===== src/stl_pkg.sv =====
// Shared types and constants for the source text lexer.
// Used by stl_front, stl_queue, stl_back and source_text_lexer; no dependencies.
`default_nettype none

package stl_pkg;

  // Field widths of the token words
  localparam int KIND_W = 5;
  localparam int POS_W  = 16;
  localparam int LEN_W  = 8;

  // Batch queue between front and back
  localparam int QDEPTH = 4;
  localparam int QPTR_W = 2;
  localparam int QCNT_W = 3;

  // Character codes
  localparam logic [7:0] CH_LF     = 8'h0A;
  localparam logic [7:0] CH_TAB    = 8'h09;
  localparam logic [7:0] CH_CR     = 8'h0D;
  localparam logic [7:0] CH_SPACE  = 8'h20;
  localparam logic [7:0] CH_BANG   = 8'h21;
  localparam logic [7:0] CH_PCT    = 8'h25;
  localparam logic [7:0] CH_AMP    = 8'h26;
  localparam logic [7:0] CH_LPAREN = 8'h28;
  localparam logic [7:0] CH_RPAREN = 8'h29;
  localparam logic [7:0] CH_STAR   = 8'h2A;
  localparam logic [7:0] CH_PLUS   = 8'h2B;
  localparam logic [7:0] CH_MINUS  = 8'h2D;
  localparam logic [7:0] CH_SLASH  = 8'h2F;
  localparam logic [7:0] CH_0      = 8'h30;
  localparam logic [7:0] CH_9      = 8'h39;
  localparam logic [7:0] CH_SEMI   = 8'h3B;
  localparam logic [7:0] CH_LT     = 8'h3C;
  localparam logic [7:0] CH_EQ     = 8'h3D;
  localparam logic [7:0] CH_GT     = 8'h3E;
  localparam logic [7:0] CH_UC_A   = 8'h41;
  localparam logic [7:0] CH_UC_Z   = 8'h5A;
  localparam logic [7:0] CH_CARET  = 8'h5E;
  localparam logic [7:0] CH_UNDER  = 8'h5F;
  localparam logic [7:0] CH_LC_A   = 8'h61;
  localparam logic [7:0] CH_LC_Z   = 8'h7A;
  localparam logic [7:0] CH_LBRACE = 8'h7B;
  localparam logic [7:0] CH_PIPE   = 8'h7C;
  localparam logic [7:0] CH_RBRACE = 8'h7D;
  localparam logic [7:0] CH_TILDE  = 8'h7E;

  // Keyword spellings, last byte in the low bits
  localparam logic [23:0] KW_LET  = 24'h6C6574;
  localparam logic [15:0] KW_IF   = 16'h6966;
  localparam logic [31:0] KW_ELSE = 32'h656C7365;
  localparam logic [23:0] KW_FOR  = 24'h666F72;

  typedef enum logic [KIND_W-1:0] {
    K_LET, K_IF, K_ELSE, K_FOR, K_IDENT, K_INT,
    K_LE, K_GE, K_NE, K_EQEQ, K_LT, K_GT, K_ASSIGN,
    K_PLUS, K_MINUS, K_STAR, K_SLASH, K_PERCENT, K_AMP, K_PIPE, K_CARET, K_TILDE,
    K_LPAREN, K_RPAREN, K_LBRACE, K_RBRACE, K_SEMI, K_INVALID
  } kind_t;

  // Pending run held by the front
  typedef enum logic [1:0] {
    RUN_NONE,
    RUN_IDENT,
    RUN_INT,
    RUN_OP
  } run_t;

  typedef struct packed {
    logic [7:0] char_code;
    logic       end_of_text;
  } in_word_t;

  typedef struct packed {
    kind_t            token_kind;
    logic [POS_W-1:0] start_row;
    logic [POS_W-1:0] start_column;
    logic [LEN_W-1:0] token_length;
    logic             last_of_batch;
  } out_word_t;

  typedef struct packed {
    kind_t            token_kind;
    logic [POS_W-1:0] start_row;
    logic [POS_W-1:0] start_column;
    logic [LEN_W-1:0] token_length;
  } tok_t;

  // Tokens caused by one input byte; tok1 is meaningful only when two is set
  typedef struct packed {
    tok_t tok0;
    tok_t tok1;
    logic two;
  } batch_t;

  // Single-character operators and punctuation
  function automatic kind_t single_kind(logic [7:0] c);
    kind_t k;
    unique case (c)
      CH_PLUS:   k = K_PLUS;
      CH_MINUS:  k = K_MINUS;
      CH_STAR:   k = K_STAR;
      CH_SLASH:  k = K_SLASH;
      CH_PCT:    k = K_PERCENT;
      CH_AMP:    k = K_AMP;
      CH_PIPE:   k = K_PIPE;
      CH_CARET:  k = K_CARET;
      CH_TILDE:  k = K_TILDE;
      CH_LPAREN: k = K_LPAREN;
      CH_RPAREN: k = K_RPAREN;
      CH_LBRACE: k = K_LBRACE;
      CH_RBRACE: k = K_RBRACE;
      CH_SEMI:   k = K_SEMI;
      default:   k = K_INVALID;
    endcase
    return k;
  endfunction

  // Comparison lead character not followed by '='
  function automatic kind_t lone_kind(logic [7:0] c);
    kind_t k;
    unique case (c)
      CH_LT:   k = K_LT;
      CH_GT:   k = K_GT;
      CH_EQ:   k = K_ASSIGN;
      default: k = K_INVALID;
    endcase
    return k;
  endfunction

  // Comparison lead character followed by '='
  function automatic kind_t pair_kind(logic [7:0] c);
    kind_t k;
    unique case (c)
      CH_LT:   k = K_LE;
      CH_GT:   k = K_GE;
      CH_BANG: k = K_NE;
      default: k = K_EQEQ;
    endcase
    return k;
  endfunction

endpackage

`default_nettype wire


===== src/stl_front.sv =====
// Front end of the lexer: classifies each byte, tracks position and the pending run.
// Produces the batch of tokens caused by each accepted byte. Depends on stl_pkg.
`default_nettype none

module stl_front import stl_pkg::*; #(
  parameter int POSITION_BITS = 16,
  parameter int LENGTH_BITS   = 8
) (
  input  wire logic     clk,
  input  wire logic     rst_n,
  input  wire logic     in_valid,
  input  wire logic     in_ready,
  input  wire in_word_t in_data,
  output logic          batch_valid,
  output batch_t        batch
);

  localparam int PB = POSITION_BITS;
  localparam int LB = LENGTH_BITS;
  localparam logic [PB-1:0] POS_MAX = '1;
  localparam logic [LB-1:0] LEN_MAX = '1;

  logic [PB-1:0] row_r, row_nxt, col_r, col_nxt;
  logic [PB-1:0] srow_r, srow_nxt, scol_r, scol_nxt;
  logic [LB-1:0] len_r, len_nxt;
  logic [31:0]   win_r, win_nxt;   // last four run bytes; low byte doubles as pending operator
  run_t          run_r, run_nxt;

  // Run state after the byte, before the end-of-text flush
  run_t          run_mid;
  logic [PB-1:0] srow_mid, scol_mid;
  logic [LB-1:0] len_mid;
  logic [31:0]   win_mid;

  logic [7:0] c;
  logic       last, acc;
  logic       is_alpha, is_digit, is_space, is_cmp, ident_ok;
  logic       ext_ok, eq_pair, used;

  tok_t a_tok, b_tok, c_tok, x_tok;
  logic a_v, b_v, c_v, x_v;

  function automatic tok_t mk_tok(kind_t k, logic [PB-1:0] r, logic [PB-1:0] col,
                                  logic [LB-1:0] len);
    tok_t t;
    t.token_kind   = k;
    t.start_row    = POS_W'(r);
    t.start_column = POS_W'(col);
    t.token_length = LEN_W'(len);
    return t;
  endfunction

  // Keywords need the exact length, so a saturated run never matches
  function automatic kind_t ident_kind(logic [LB-1:0] len, logic [31:0] w);
    kind_t k;
    if (len == LB'(3) && w[23:0] == KW_LET) k = K_LET;
    else if (len == LB'(2) && w[15:0] == KW_IF) k = K_IF;
    else if (len == LB'(4) && w == KW_ELSE) k = K_ELSE;
    else if (len == LB'(3) && w[23:0] == KW_FOR) k = K_FOR;
    else k = K_IDENT;
    return k;
  endfunction

  // Byte classes
  assign c        = in_data.char_code;
  assign last     = in_data.end_of_text;
  assign acc      = in_valid && in_ready;
  assign is_alpha = (c >= CH_LC_A && c <= CH_LC_Z) || (c >= CH_UC_A && c <= CH_UC_Z);
  assign is_digit = c >= CH_0 && c <= CH_9;
  assign is_space = c == CH_SPACE || (c >= CH_TAB && c <= CH_CR);
  assign is_cmp   = c == CH_LT || c == CH_GT || c == CH_EQ || c == CH_BANG;
  assign ident_ok = is_alpha || is_digit || c == CH_UNDER;

  // Does the byte continue the pending run
  assign ext_ok  = (run_r == RUN_IDENT && ident_ok) || (run_r == RUN_INT && is_digit);
  assign eq_pair = run_r == RUN_OP && c == CH_EQ;
  assign used    = ext_ok || eq_pair;

  // Next state
  always_comb begin
    run_mid  = run_r;
    srow_mid = srow_r;
    scol_mid = scol_r;
    len_mid  = len_r;
    win_mid  = win_r;
    if (ext_ok) begin
      if (len_r != LEN_MAX) len_mid = len_r + 1'b1;
      win_mid = {win_r[23:0], c};
    end else begin
      run_mid = RUN_NONE;
    end
    if (!used && !is_space && (is_alpha || is_digit || is_cmp)) begin
      run_mid  = is_alpha ? RUN_IDENT : (is_digit ? RUN_INT : RUN_OP);
      srow_mid = row_r;
      scol_mid = col_r;
      len_mid  = LB'(1);
      win_mid  = {24'h0, c};
    end

    // Position: newline moves to the next row, anything else one column on
    row_nxt = row_r;
    col_nxt = col_r;
    if (c == CH_LF) begin
      if (row_r != POS_MAX) row_nxt = row_r + 1'b1;
      col_nxt = PB'(1);
    end else if (col_r != POS_MAX) begin
      col_nxt = col_r + 1'b1;
    end

    run_nxt  = run_mid;
    srow_nxt = srow_mid;
    scol_nxt = scol_mid;
    len_nxt  = len_mid;
    win_nxt  = win_mid;
    // End of text: back to the start of a new text
    if (last) begin
      run_nxt  = RUN_NONE;
      row_nxt  = PB'(1);
      col_nxt  = PB'(1);
      srow_nxt = '0;
      scol_nxt = '0;
      len_nxt  = '0;
      win_nxt  = '0;
    end
  end

  // Tokens: a closes the old run, b is a single-character token,
  // c is the run flushed at end of text
  always_comb begin
    a_v   = 1'b0;
    a_tok = mk_tok(K_INVALID, srow_r, scol_r, len_r);
    unique case (run_r)
      RUN_OP: begin
        a_v = 1'b1;
        if (eq_pair) a_tok = mk_tok(pair_kind(win_r[7:0]), srow_r, scol_r, LB'(2));
        else         a_tok = mk_tok(lone_kind(win_r[7:0]), srow_r, scol_r, LB'(1));
      end
      RUN_IDENT: begin
        a_v   = !ext_ok;
        a_tok = mk_tok(ident_kind(len_r, win_r), srow_r, scol_r, len_r);
      end
      RUN_INT: begin
        a_v   = !ext_ok;
        a_tok = mk_tok(K_INT, srow_r, scol_r, len_r);
      end
      default: a_v = 1'b0;
    endcase

    b_v   = !used && !is_space && !is_alpha && !is_digit && !is_cmp;
    b_tok = mk_tok(single_kind(c), row_r, col_r, LB'(1));

    c_v = last && run_mid != RUN_NONE;
    unique case (run_mid)
      RUN_IDENT: c_tok = mk_tok(ident_kind(len_mid, win_mid), srow_mid, scol_mid, len_mid);
      RUN_INT:   c_tok = mk_tok(K_INT, srow_mid, scol_mid, len_mid);
      RUN_OP:    c_tok = mk_tok(lone_kind(win_mid[7:0]), srow_mid, scol_mid, LB'(1));
      default:   c_tok = mk_tok(K_INVALID, srow_mid, scol_mid, len_mid);
    endcase

    x_v   = b_v || c_v;
    x_tok = b_v ? b_tok : c_tok;

    batch.tok0  = a_v ? a_tok : x_tok;
    batch.tok1  = x_tok;
    batch.two   = a_v && x_v;
    batch_valid = acc && (a_v || x_v);
  end

  // Control state
  always_ff @(posedge clk) begin
    if (!rst_n) begin
      row_r <= PB'(1);
      col_r <= PB'(1);
      run_r <= RUN_NONE;
    end else if (acc) begin
      row_r <= row_nxt;
      col_r <= col_nxt;
      run_r <= run_nxt;
    end
  end

  // Run payload
  always_ff @(posedge clk) begin
    if (acc) begin
      srow_r <= srow_nxt;
      scol_r <= scol_nxt;
      len_r  <= len_nxt;
      win_r  <= win_nxt;
    end
  end

`ifndef ASSERT_OFF
  a_eot_restart: assert property (@(posedge clk) disable iff (!rst_n)
    acc && last |=> row_r == PB'(1) && col_r == PB'(1) && run_r == RUN_NONE)
    else $error("front did not return to start of text after end_of_text");
`endif

endmodule

`default_nettype wire


===== src/stl_queue.sv =====
// Short batch queue between the lexer front and back ends.
// Register-based FIFO of token batches. Depends on stl_pkg.
`default_nettype none

module stl_queue import stl_pkg::*; (
  input  wire logic   clk,
  input  wire logic   rst_n,
  input  wire logic   push,
  input  wire batch_t push_batch,
  output logic        space,
  input  wire logic   pop,
  output logic        head_valid,
  output batch_t      head_batch
);

  batch_t              mem_r [QDEPTH];
  logic [QPTR_W-1:0]   wr_ptr_r, rd_ptr_r;
  logic [QCNT_W-1:0]   cnt_r;

  assign space      = cnt_r != QCNT_W'(QDEPTH);
  assign head_valid = cnt_r != '0;
  assign head_batch = mem_r[rd_ptr_r];

  // Pointers and fill count
  always_ff @(posedge clk) begin
    if (!rst_n) begin
      wr_ptr_r <= '0;
      rd_ptr_r <= '0;
      cnt_r    <= '0;
    end else begin
      if (push) wr_ptr_r <= wr_ptr_r + 1'b1;
      if (pop)  rd_ptr_r <= rd_ptr_r + 1'b1;
      if (push && !pop)      cnt_r <= cnt_r + 1'b1;
      else if (pop && !push) cnt_r <= cnt_r - 1'b1;
    end
  end

  // Storage
  always_ff @(posedge clk) begin
    if (push) mem_r[wr_ptr_r] <= push_batch;
  end

`ifndef ASSERT_OFF
  a_no_overflow: assert property (@(posedge clk) disable iff (!rst_n)
    push && !pop |-> cnt_r != QCNT_W'(QDEPTH))
    else $error("batch queue written while full");
  a_no_underflow: assert property (@(posedge clk) disable iff (!rst_n)
    pop |-> cnt_r != '0)
    else $error("batch queue read while empty");
  a_count_up: assert property (@(posedge clk) disable iff (!rst_n)
    push && !pop |=> cnt_r == $past(cnt_r) + 1'b1)
    else $error("batch queue count did not advance on push");
`endif

endmodule

`default_nettype wire


===== src/stl_back.sv =====
// Lexer back end: takes queue batches, hands out one token word a cycle while out_ready is
// high. Holds the output register; marks the final word of each batch. Depends on stl_pkg.
`default_nettype none

module stl_back import stl_pkg::*; (
  input  wire logic   clk,
  input  wire logic   rst_n,
  input  wire logic   q_valid,
  input  wire batch_t q_batch,
  output logic        q_pop,
  output logic        out_valid,
  input  wire logic   out_ready,
  output out_word_t   out_data
);

  batch_t batch_r;
  logic   vld_r;
  logic   sel_r;   // 0 first token, 1 second token
  logic   last_word, take;
  tok_t   cur;

  assign last_word = !batch_r.two || sel_r;
  assign take      = !vld_r || (out_ready && last_word);
  assign q_pop     = q_valid && take;

  // Output word
  assign cur                    = sel_r ? batch_r.tok1 : batch_r.tok0;
  assign out_valid              = vld_r;
  assign out_data.token_kind    = cur.token_kind;
  assign out_data.start_row     = cur.start_row;
  assign out_data.start_column  = cur.start_column;
  assign out_data.token_length  = cur.token_length;
  assign out_data.last_of_batch = last_word;

  // Control
  always_ff @(posedge clk) begin
    if (!rst_n) begin
      vld_r <= 1'b0;
      sel_r <= 1'b0;
    end else if (vld_r && out_ready && !last_word) begin
      sel_r <= 1'b1;
    end else if (take) begin
      vld_r <= q_valid;
      sel_r <= 1'b0;
    end
  end

  // Batch payload
  always_ff @(posedge clk) begin
    if (q_pop) batch_r <= q_batch;
  end

`ifndef ASSERT_OFF
  a_second_word: assert property (@(posedge clk) disable iff (!rst_n)
    out_valid && out_ready && !last_word |=> out_valid && sel_r)
    else $error("second token of a batch was dropped");
`endif

endmodule

`default_nettype wire


===== src/source_text_lexer.sv =====
// A token word passes through the batch queue and then the output register before it
// appears on out_valid, following the cycle that accepts the byte closing it.
// Throughput: one byte accepted per cycle, one token word delivered per cycle while
// out_ready is high; a byte closing two tokens gives two output words, absorbed by a 4-batch
// queue. in_ready drops only while that queue is full.
// Reset: synchronous active-low; row and column return to 1, no run pending, queue empty.
// Top level: stl_front -> stl_queue -> stl_back. Depends on stl_pkg.
`default_nettype none

module source_text_lexer import stl_pkg::*; #(
  parameter int POSITION_BITS = 16,
  parameter int LENGTH_BITS   = 8
) (
  input  wire logic     clk,
  input  wire logic     rst_n,
  input  wire logic     in_valid,
  output logic          in_ready,
  input  wire in_word_t in_data,
  output logic          out_valid,
  input  wire logic     out_ready,
  output out_word_t     out_data
);

  logic   f_valid, q_space, q_valid, q_pop;
  batch_t f_batch, q_batch;

  assign in_ready = q_space;

  // Byte classification and run tracking
  stl_front #(
    .POSITION_BITS(POSITION_BITS),
    .LENGTH_BITS  (LENGTH_BITS)
  ) u_front (
    .clk        (clk),
    .rst_n      (rst_n),
    .in_valid   (in_valid),
    .in_ready   (in_ready),
    .in_data    (in_data),
    .batch_valid(f_valid),
    .batch      (f_batch)
  );

  // Decoupling queue
  stl_queue u_queue (
    .clk       (clk),
    .rst_n     (rst_n),
    .push      (f_valid),
    .push_batch(f_batch),
    .space     (q_space),
    .pop       (q_pop),
    .head_valid(q_valid),
    .head_batch(q_batch)
  );

  // Token word output
  stl_back u_back (
    .clk      (clk),
    .rst_n    (rst_n),
    .q_valid  (q_valid),
    .q_batch  (q_batch),
    .q_pop    (q_pop),
    .out_valid(out_valid),
    .out_ready(out_ready),
    .out_data (out_data)
  );

endmodule

`default_nettype wire

===== config.mk =====
export PLATFORM = sky130hd
export DESIGN_NAME = source_text_lexer
export DESIGN_NICKNAME = d
export VERILOG_FILES = /design/src/stl_pkg.sv /design/src/stl_front.sv /design/src/stl_queue.sv /design/src/stl_back.sv /design/src/source_text_lexer.sv
export SDC_FILE = /design/constraint.sdc
export NUM_CORES = 1
export LEC_CHECK = 0
export ABC_CLOCK_PERIOD_IN_PS = 6900
export BUFFER_PORTS_ARGS = -buffer_cell sky130_fd_sc_hd__buf_4
export CORE_UTILIZATION = 35
export CTS_CLUSTER_DIAMETER = 30
export DETAILED_ROUTE_END_ITERATION = 10
export GPL_TIMING_DRIVEN = 0
export PLACE_DENSITY = 0.62
export SETUP_SLACK_MARGIN = 0.1
export SLEW_MARGIN = 20
export SYNTH_ARGS = -nofsm -noshare
export SYNTH_HDL_FRONTEND = slang
export SYNTH_SLANG_ARGS = --single-unit

===== constraint.sdc =====
create_clock -name clk -period 6.9 [get_ports clk]
set_input_delay 0.69 -clock clk [delete_from_list [all_inputs] [get_ports clk]]
set_output_delay 0.69 -clock clk [all_outputs]
set_load 0.02 [all_outputs]

==> Word level (Yosys, flattened, before mapping) <==
Memories as Yosys holds them, arrays and structs flattened. A register that Yosys moved wholly into a read port is not among the register bits.
Index checks and enable logic that the tools add are counted.
{ "classes": {"order_cmp": 8, "bitwise_logic": 1, "n_mux": 43, "addsub": 7, "n_reduce_logical": 66, "n_eq_ne": 52} }
{ "ops": {"columns": ["cell", "n"], "rows": [
  ["$pmux W45 S3", 2],
  ["$mux W45", 4],
  ["$eq A8 B6 Y1 const B", 21],
  ["$mux W16", 8],
  ["$eq A24 B23 Y1 const B", 4],
  ["$pmux W5 S14", 1],
  ["$eq A32 B31 Y1 const B", 2],
  ["$mux W32", 2],
  ["$eq A8 B7 Y1 const B", 6],
  ["$add A16 B1 Y16 const B", 2],
  ["$eq A16 B15 Y1 const B", 2],
  ["$eq A8 B2 Y1 const B", 4],
  ["$ne A16 B16 Y1 const B", 2],
  ["$logic_and A1 B1 Y1", 30],
  ["$mux W5", 6],
  ["$pmux W5 S3", 2],
  ["$mux W8", 3],
  ["$eq A8 B3 Y1 const B", 2],
  ["$ge A8 B7 Y1 const B", 2],
  ["$le A8 B7 Y1 const B", 2],
  ["$logic_or A1 B1 Y1", 14],
  ["$mux W3", 4],
  ["$pmux W4 S3", 1],
  ["$logic_not A1 Y1", 11],
  ["other kinds (22)", 40]
]} }
{ "word_totals": {"word_cells": 190, "ram_bits": 364, "reg_bits": 115, "mem_count": 1, "output_inout_bits": 48, "in_bits": 13} }
{ "memory_table": {"columns": ["memory", "words", "word_bits", "rd", "rd_clocked_by_memory_dff", "wr", "line", "text"], "rows": [
  ["u_queue.mem_r", 4, 91, 1, 1, 1, "stl_queue.sv:16", "batch_t mem_r [QDEPTH];"]
]} }

==> Logic depth before layout (Yosys ltp) <==
{ "logic_depth": {"ltp_word": 21, "depth_mapped": 20, "depth_no_buf": 18} }

==> Cells and area by module <==
A second synthesis with hierarchy kept.
{ "hier_totals": {"hier_cells": 1584, "area_unflattened_um2": 25021.5} }
{ "modules_own_cells": {"columns": ["module", "n_inst", "seq_area_each_um2", "area_per_inst_um2", "cells_per_inst"], "rows": [
  ["stl_queue", 1, 11110.7, 13666.9, 519],
  ["stl_front", 1, 2842.7, 7771.2, 914],
  ["stl_back", 1, 2772.7, 3583.4, 151]
]} }

==> Worst setup path before layout <==
OpenSTA, ideal clock, no wires.
{ "synth_timing": {"kind": "input -> register", "start": "input port out_ready", "end": "register u_queue.cnt_r[2]", "setup_slack_ns": 0.205, "setup_ns": 0.076, "n_path_buf": 0, "arrival_time_ns": 6.619, "cell_stages": 9, "t_required_ns": 6.824, "path_cell_list": "nand2_1 -> a21oi_1 -> inv_1 -> ha_1 -> inv_1 -> fa_1 -> xor2_1 -> or3_1 -> a21boi_0"} }
{ "synth_via": {"elab_chain_cells": 6, "word_cells_on_any_way": 8, "cone_classes": "mux: 1; reduce/logical: 7"} }
{ "synth_rtl": {"columns": ["element", "line", "text"], "rows": [
  ["start, declared", "source_text_lexer.sv:20", "input wire logic out_ready,"],
  ["$logic_and A1 B1 Y1 (*)", "stl_back.sv:23", "assign take = !vld_r || (out_ready && last_word);"],
  ["$logic_or A1 B1 Y1 (*)", "stl_back.sv:23", null],
  ["$logic_and A1 B1 Y1 (*)", "stl_back.sv:24", "assign q_pop = q_valid && take;"],
  ["net q_pop", "source_text_lexer.sv:24", "logic f_valid, q_space, q_valid, q_pop;"],
  ["$logic_not A1 Y1", "stl_queue.sv:33", "if (push && !pop) cnt_r <= cnt_r + 1'b1;"],
  ["$logic_and A1 B1 Y1", "stl_queue.sv:33", null],
  ["$mux W3 or $reduce_bool A2 Y1 (tied branches)", null, null],
  ["end signal, assigned", "stl_queue.sv:33", null],
  ["end signal, assigned", "stl_queue.sv:34", "else if (pop && !push) cnt_r <= cnt_r - 1'b1;"],
  ["end, declared", "stl_queue.sv:18", "logic [QCNT_W-1:0] cnt_r;"]
]} }
The timed path passes the listed nets; every way through them passes the cells marked *.
A chain may end at the register's enable or synchronous reset.

==> Worst setup path after layout <==
{ "layout_timing": {"start": "input port in_data[6] in the netlist's numbering", "end": "register u_queue.cnt_r[2]"} }
{ "layout_via": {"elab_chain_cells": 20, "word_cells_on_any_way": 57, "cone_classes": "order compare: 8; eq/ne: 6; mux: 6; reduce/logical: 37"} }
{ "layout_rtl": {"columns": ["element", "line", "text"], "rows": [
  ["start, declared", "source_text_lexer.sv:18", "input wire in_word_t in_data,"],
  ["$ge A8 B7 Y1 or $le A8 B7 Y1 (tied branches)", "stl_front.sv:68", "assign is_alpha = (c >= CH_LC_A && c <= CH_LC_Z) || (c >= CH_UC_A && c <= CH_UC_Z);"],
  ["$logic_and A1 B1 Y1", "stl_front.sv:68", null],
  ["$logic_or A1 B1 Y1", "stl_front.sv:68", null],
  ["$logic_or A1 B1 Y1", "stl_front.sv:72, stl_front.sv:92", null],
  ["$logic_or A1 B1 Y1", "stl_front.sv:72", "assign ident_ok = is_alpha || is_digit || c == CH_UNDER;"],
  ["$logic_and A1 B1 Y1", "stl_front.sv:75", "assign ext_ok = (run_r == RUN_IDENT && ident_ok) || (run_r == RUN_INT && is_digit);"],
  ["$logic_or A1 B1 Y1", "stl_front.sv:75", null],
  ["$logic_or A1 B1 Y1", "stl_front.sv:77", "assign used = ext_ok || eq_pair;"],
  ["[5 not listed]", null, null],
  ["$logic_and A1 B1 Y1", "stl_front.sv:152", "c_v = last && run_mid != RUN_NONE;"],
  ["$logic_or A1 B1 Y1", "stl_front.sv:160", "x_v = b_v || c_v;"],
  ["$logic_or A1 B1 Y1 (*)", "stl_front.sv:166", "batch_valid = acc && (a_v || x_v);"],
  ["$logic_and A1 B1 Y1 (*)", "stl_front.sv:166", null],
  ["net f_valid", "source_text_lexer.sv:24", null],
  ["$logic_not A1 Y1", "stl_queue.sv:34", null],
  ["$logic_and A1 B1 Y1", "stl_queue.sv:34", null],
  ["$reduce_bool A2 Y1 (no source line)", null, null]
]} }
Marked as above.

==> flow_results.org <==
** Clock network
- Clock latency at the later pin of the worst-skew pair :: 0.67 ns
- TritonCTS built the clock tree.
- The H-tree was split into 3 levels.
- TritonCTS created 109 clock buffers.
- CTS clk-pin slew, worst paths :: 0.05 ns
- Clock buffer depth :: 3
- Post_cts resized :: 0
- The cell sitting at the root of the clock tree is a sky130_fd_sc_hd__clkbuf_16.
- CTS saw 570 sinks.
- Once the clock tree was built, the setup fixing pass inserted 0 buffers.
- After clock tree synthesis, the flow added hold-fix buffers numbering 0.

** Timing
- Transition time of the tightest slew-check pin :: 1.012 ns
- Highest achievable clock rate :: 197.6 MHz
- Setup violations remaining at the end of the flow were counted as 0.
- The final number of hold-violating endpoints came to 0.
- Unrepaired setup endpoints after global routing :: no
- The max-slew violation count came to 0.
- In the finished design, the share of the clock period the worst path needs comes to 73.36%.
- Total Neg Setup Slack :: 0 ns
- In this run the tightest slew margin relative to its limit is 32.56%.
- Final critical delay including setup and external delays :: 5.062 ns
- On the final layout, the worst clock skew is 0.05593 ns.

** Floorplanning
- Floorplan core area :: 68590 sq um
- The die covers 70390 sq um.
- Starting Density :: 35.38%
- Width of the chip :: 265.3 um
- Cell Rows :: 96
- Die H :: 265.3 um
- Count of pins on the block boundary :: 61

** Route
- Routed Antenna Nets :: 0
- The first detailed-routing pass took 7 iterations.
- Post-route DRC :: 0
- Total Wirelength :: 54360 um
- Iteration-0 DRC count of the detailed router :: 978
- The final route contains 13.79k vias.
- Mean routed wirelength per cell :: 19.85 um
- Routed via count divided by cell count :: 5.037

** Synth
- By count the netlist is led by sky130_fd_sc_hd__edfxtp_1 (527), sky130_fd_sc_hd__nand2_1 (161), sky130_fd_sc_hd__mux2_2 (114).
- Cell type contributing the most total cell area after synthesis :: sky130_fd_sc_hd__edfxtp_1
- Sequential elements use 68.76% of the synthesized area.
- Dominant cells by area after synthesis :: sky130_fd_sc_hd__edfxtp_1 (65%), sky130_fd_sc_hd__mux4_2 (8.4%), sky130_fd_sc_hd__mux2_2 (5.3%)
- Count of yosys warnings during synthesis :: 0
- Syn Nets :: 1564
- Share of Yosys cell area claimed by the top area cell type :: 65.21%
- Yosys mapped the design onto 83 distinct sky130hd cell types.
- The synthesized design contains 527 enable-type register cells.
- Most repeated cell in the gate-level netlist after synthesis :: sky130_fd_sc_hd__edfxtp_1
- After synthesis, the mean cell area works out to 15.84 sq um.
- Cell area after synthesis :: 24270 sq um
- Share of flip-flops with an asynchronous set or reset :: 0%
- After synthesis the netlist holds a flip-flop and latch count of 570.
- Number of instances in the synthesized netlist :: 1532
- Prevailing post-synth register cell :: sky130_fd_sc_hd__edfxtp_1

** Placement
- Detailed placement finished with a half-perimeter wire length of 35450 um.
- At the end of routability-driven placement, the weighted congestion stood at 0.8745.
- During placement, the flow inserted port buffers numbering 57.

** GRT
- Entering global routing, the biggest net connects 56 pins.
- For this run, the total global-route usage over all layers was measured as 15.65%.
- The number of antenna violations at the first check in global routing is 0.
- Congestion Overflow GR :: 0
- The number of global-route vias before repair is 14.37k.
- Wire length of the first global-routing pass :: 84120 um

** Final layout
- Area taken by flip-flops and latches :: 16690 sq um
- Area growth from synthesis to layout :: 24.50%
- Fraction of layout cells with a size suffix above 1 :: 27.78%
- The number of antenna diodes in the final layout is 0.
- The final layout contains 1746 nets.
- Area of the multi-input gates :: 7202 sq um
- Cells fill 44.05% of the core in the end.
- Filler cells :: 5978

** Worst setup path
- Data on the critical path is required at its endpoint by 7.48 ns.
- Slowest stage delay, CP :: 0.50 ns
- Critical path cell sequence :: buf_2 -> nor3b_2 -> nand3_1 -> a21oi_2 -> nor2_2 -> clkbuf_1 -> o21ai_0 -> inv_1 -> ha_1 -> nand2b_1 -> a31o_2 -> inv_1 -> ha_1 -> inv_1 -> fa_1 -> xor2_1 -> or3_1 -> a21boi_0
- Number of buffers and inverters on the critical path :: 5
- The worst register-to-register path begins at u_front.run_r[1]$_SDFFE_PN0P_.
- Reg-to-reg slack, setup :: 1.86 ns
- Type of the setup path with the least slack :: in -> reg
- Standard cell with the maximum stage delay on the critical path :: sky130_fd_sc_hd__nor3b_2
- Maximum fanout along the worst path :: 10
- Worst Setup Start Kind :: primary input
- Delay-heaviest family, CP :: simple AND/OR/NAND/NOR gates
- Element type at the critical path end :: flop
- Data arrival time at the worst-slack endpoint :: 5.64 ns
- Depth of the most critical reg-to-reg path :: 18
- The endpoint identified for the worst register-to-register timing path is u_queue.cnt_r[2]$_SDFFE_PN0P_.
- Most numerous cell on the critical path :: sky130_fd_sc_hd__inv_1

** Power and ir drop
- For this design the static power due to leakage is 10.29 nW.
- Pwr per Cell Area :: 411.4 nW/um^2
- VDD sags by at most 0.1971 mV.

** Status
- The run finished with clean final reports.

** Min path
- The worst hold path was traced through 3 stages.
- In this run the most critical hold path is launched from out_ready.
- The worst hold path terminates at u_back.sel_r$_SDFFE_PN0P_.
- Type of the tightest min-delay check :: in -> reg

** Run
- Across the run, the number of max-cap violations was 0.
## cells by family after synthesis
| logic type | synth area share, % |
|---|---|
| compound gates | 5.125 |
| xor+xnor | 1.083 |
| fa+ha+maj | 1.011 |
| buf+inv | 1.650 |
| flops | 68.76 |
| mux | 14.23 |
| simple gates | 8.141 |
## area by class of cell
| class | count | area share [%] |
|---|---|---|
| sequential | 570 | 55.23 |
| multi-input combinational | 864 | 23.84 |
| clock buffer | 119 | 9.293 |
| tap | 931 | 3.856 |
| clock inverter | 85 | 3.752 |
| timing repair buffer | 71 | 2.692 |
| buffer | 80 | 1.110 |
| inverter | 18 | 0.2319 |
## worst max path at each step
stage,slack (ns),to,startpoint,cells past startpoint
after floorplan,0.21,u_queue.cnt_r[2]$_SDFFE_PN0P_,out_ready,9
after global placement,-2.79,u_queue.cnt_r[2]$_SDFFE_PN0P_,out_ready,10
after detailed placement,1.25,u_queue.cnt_r[2]$_SDFFE_PN0P_,in_data[6],18
after CTS,1.91,u_queue.cnt_r[2]$_SDFFE_PN0P_,u_front.run_r[1]$_SDFFE_PN0P_,18
after global routing,1.54,u_queue.cnt_r[2]$_SDFFE_PN0P_,u_front.run_r[1]$_SDFFE_PN0P_,18
final,1.84,u_queue.cnt_r[2]$_SDFFE_PN0P_,in_data[6],18
## worst reg2reg max path, cell delays in order (launching register included)
cell and delay (ns):
sky130_fd_sc_hd__dfxtp_1 0.40, sky130_fd_sc_hd__inv_1 0.11, sky130_fd_sc_hd__ha_1 0.32, sky130_fd_sc_hd__a41oi_1 0.38, sky130_fd_sc_hd__a21o_4 0.24, sky130_fd_sc_hd__nand3_1 0.28
sky130_fd_sc_hd__clkbuf_1 0.48, sky130_fd_sc_hd__o22ai_1 0.42, sky130_fd_sc_hd__inv_1 0.11, sky130_fd_sc_hd__ha_1 0.27, sky130_fd_sc_hd__nand2b_1 0.19, sky130_fd_sc_hd__a31o_2 0.29
sky130_fd_sc_hd__inv_1 0.19, sky130_fd_sc_hd__ha_1 0.22, sky130_fd_sc_hd__inv_1 0.07, sky130_fd_sc_hd__fa_1 0.37, sky130_fd_sc_hd__xor2_1 0.17, sky130_fd_sc_hd__or3_1 0.30
sky130_fd_sc_hd__a21boi_0 0.17
## stage by stage
stage | setup slack (ns) | power [W] | instances | instance area [sq um] | hold slack [ns]
2_1_floorplan | 0.2051 | 0.006113 | 1532 | 24270 | 0.4764
3_3_place_gp | -2.785 | 0.007019 | 2520 | 25860 | 0.4850
3_5_place_dp | 1.249 | 0.007000 | 2534 | 26270 | 0.5043
4_1_cts | 1.905 | 0.01258 | 2738 | 30210 | 0.3179
5_1_grt | 1.535 | 0.01290 | 2738 | 30210 | 0.3355
6_report | 1.839 | 0.01243 | 2738 | 30210 | 0.3494
## cells in the final DEF, fill, tap and decap left out, drive strengths merged, types with 6 or more instances in the layout
cell	n
clkbuf	178
dfxtp	43
nor4	6
nand4	10
mux4	91
nor3	18
nor2	79
edfxtp	527
or3	17
bufinv	21
nor4b	9
xor2	18
a21oi	92
nand2b	10
a21boi	7
buf	92
nor2b	16
o21ai	31
ha	18
or2	6
mux2	114
xnor2	12
nand2	163
and3	12
a31oi	7
clkinvlp	10
mux2i	12
clkinv	42
and2	12
inv	30
nand3	33
## state kept, by name (all words and copies together), names as in the netlist, 2 cells and up
| register | count |
|---|---|
| u_front.run_r | 2 |
| u_back.batch_r | 91 |
| u_front.srow_r | 16 |
| u_queue.cnt_r | 3 |
| u_queue.mem_r | 364 |
| u_front.scol_r | 16 |
| u_queue.wr_ptr_r | 2 |
| u_front.row_r | 16 |
| u_front.len_r | 8 |
| u_front.col_r | 16 |
| u_queue.rd_ptr_r | 2 |
| u_front.win_r | 32 |
## report_power, final
| group | internal [W] | total (W) | leakage (nW) | switching, W |
|---|---|---|---|---|
| logic | 0.000962 | 0.00220 | 2.93 | 0.00124 |
| registers | 0.00451 | 0.00468 | 5.47 | 0.000174 |
| clock network | 0.00374 | 0.00554 | 1.89 | 0.00180 |
## layer usage
layer  GRT usage [%]  vias up  part of all wire (%)
met5               0        -                     0
met3           3.416       80                   5.7
li1                -     6393                     -
met1           20.48     6960                    43
met4           4.593        0                   1.8
met2           26.06      358                    49
Note: power is estimated with default switching activity, not from simulation.
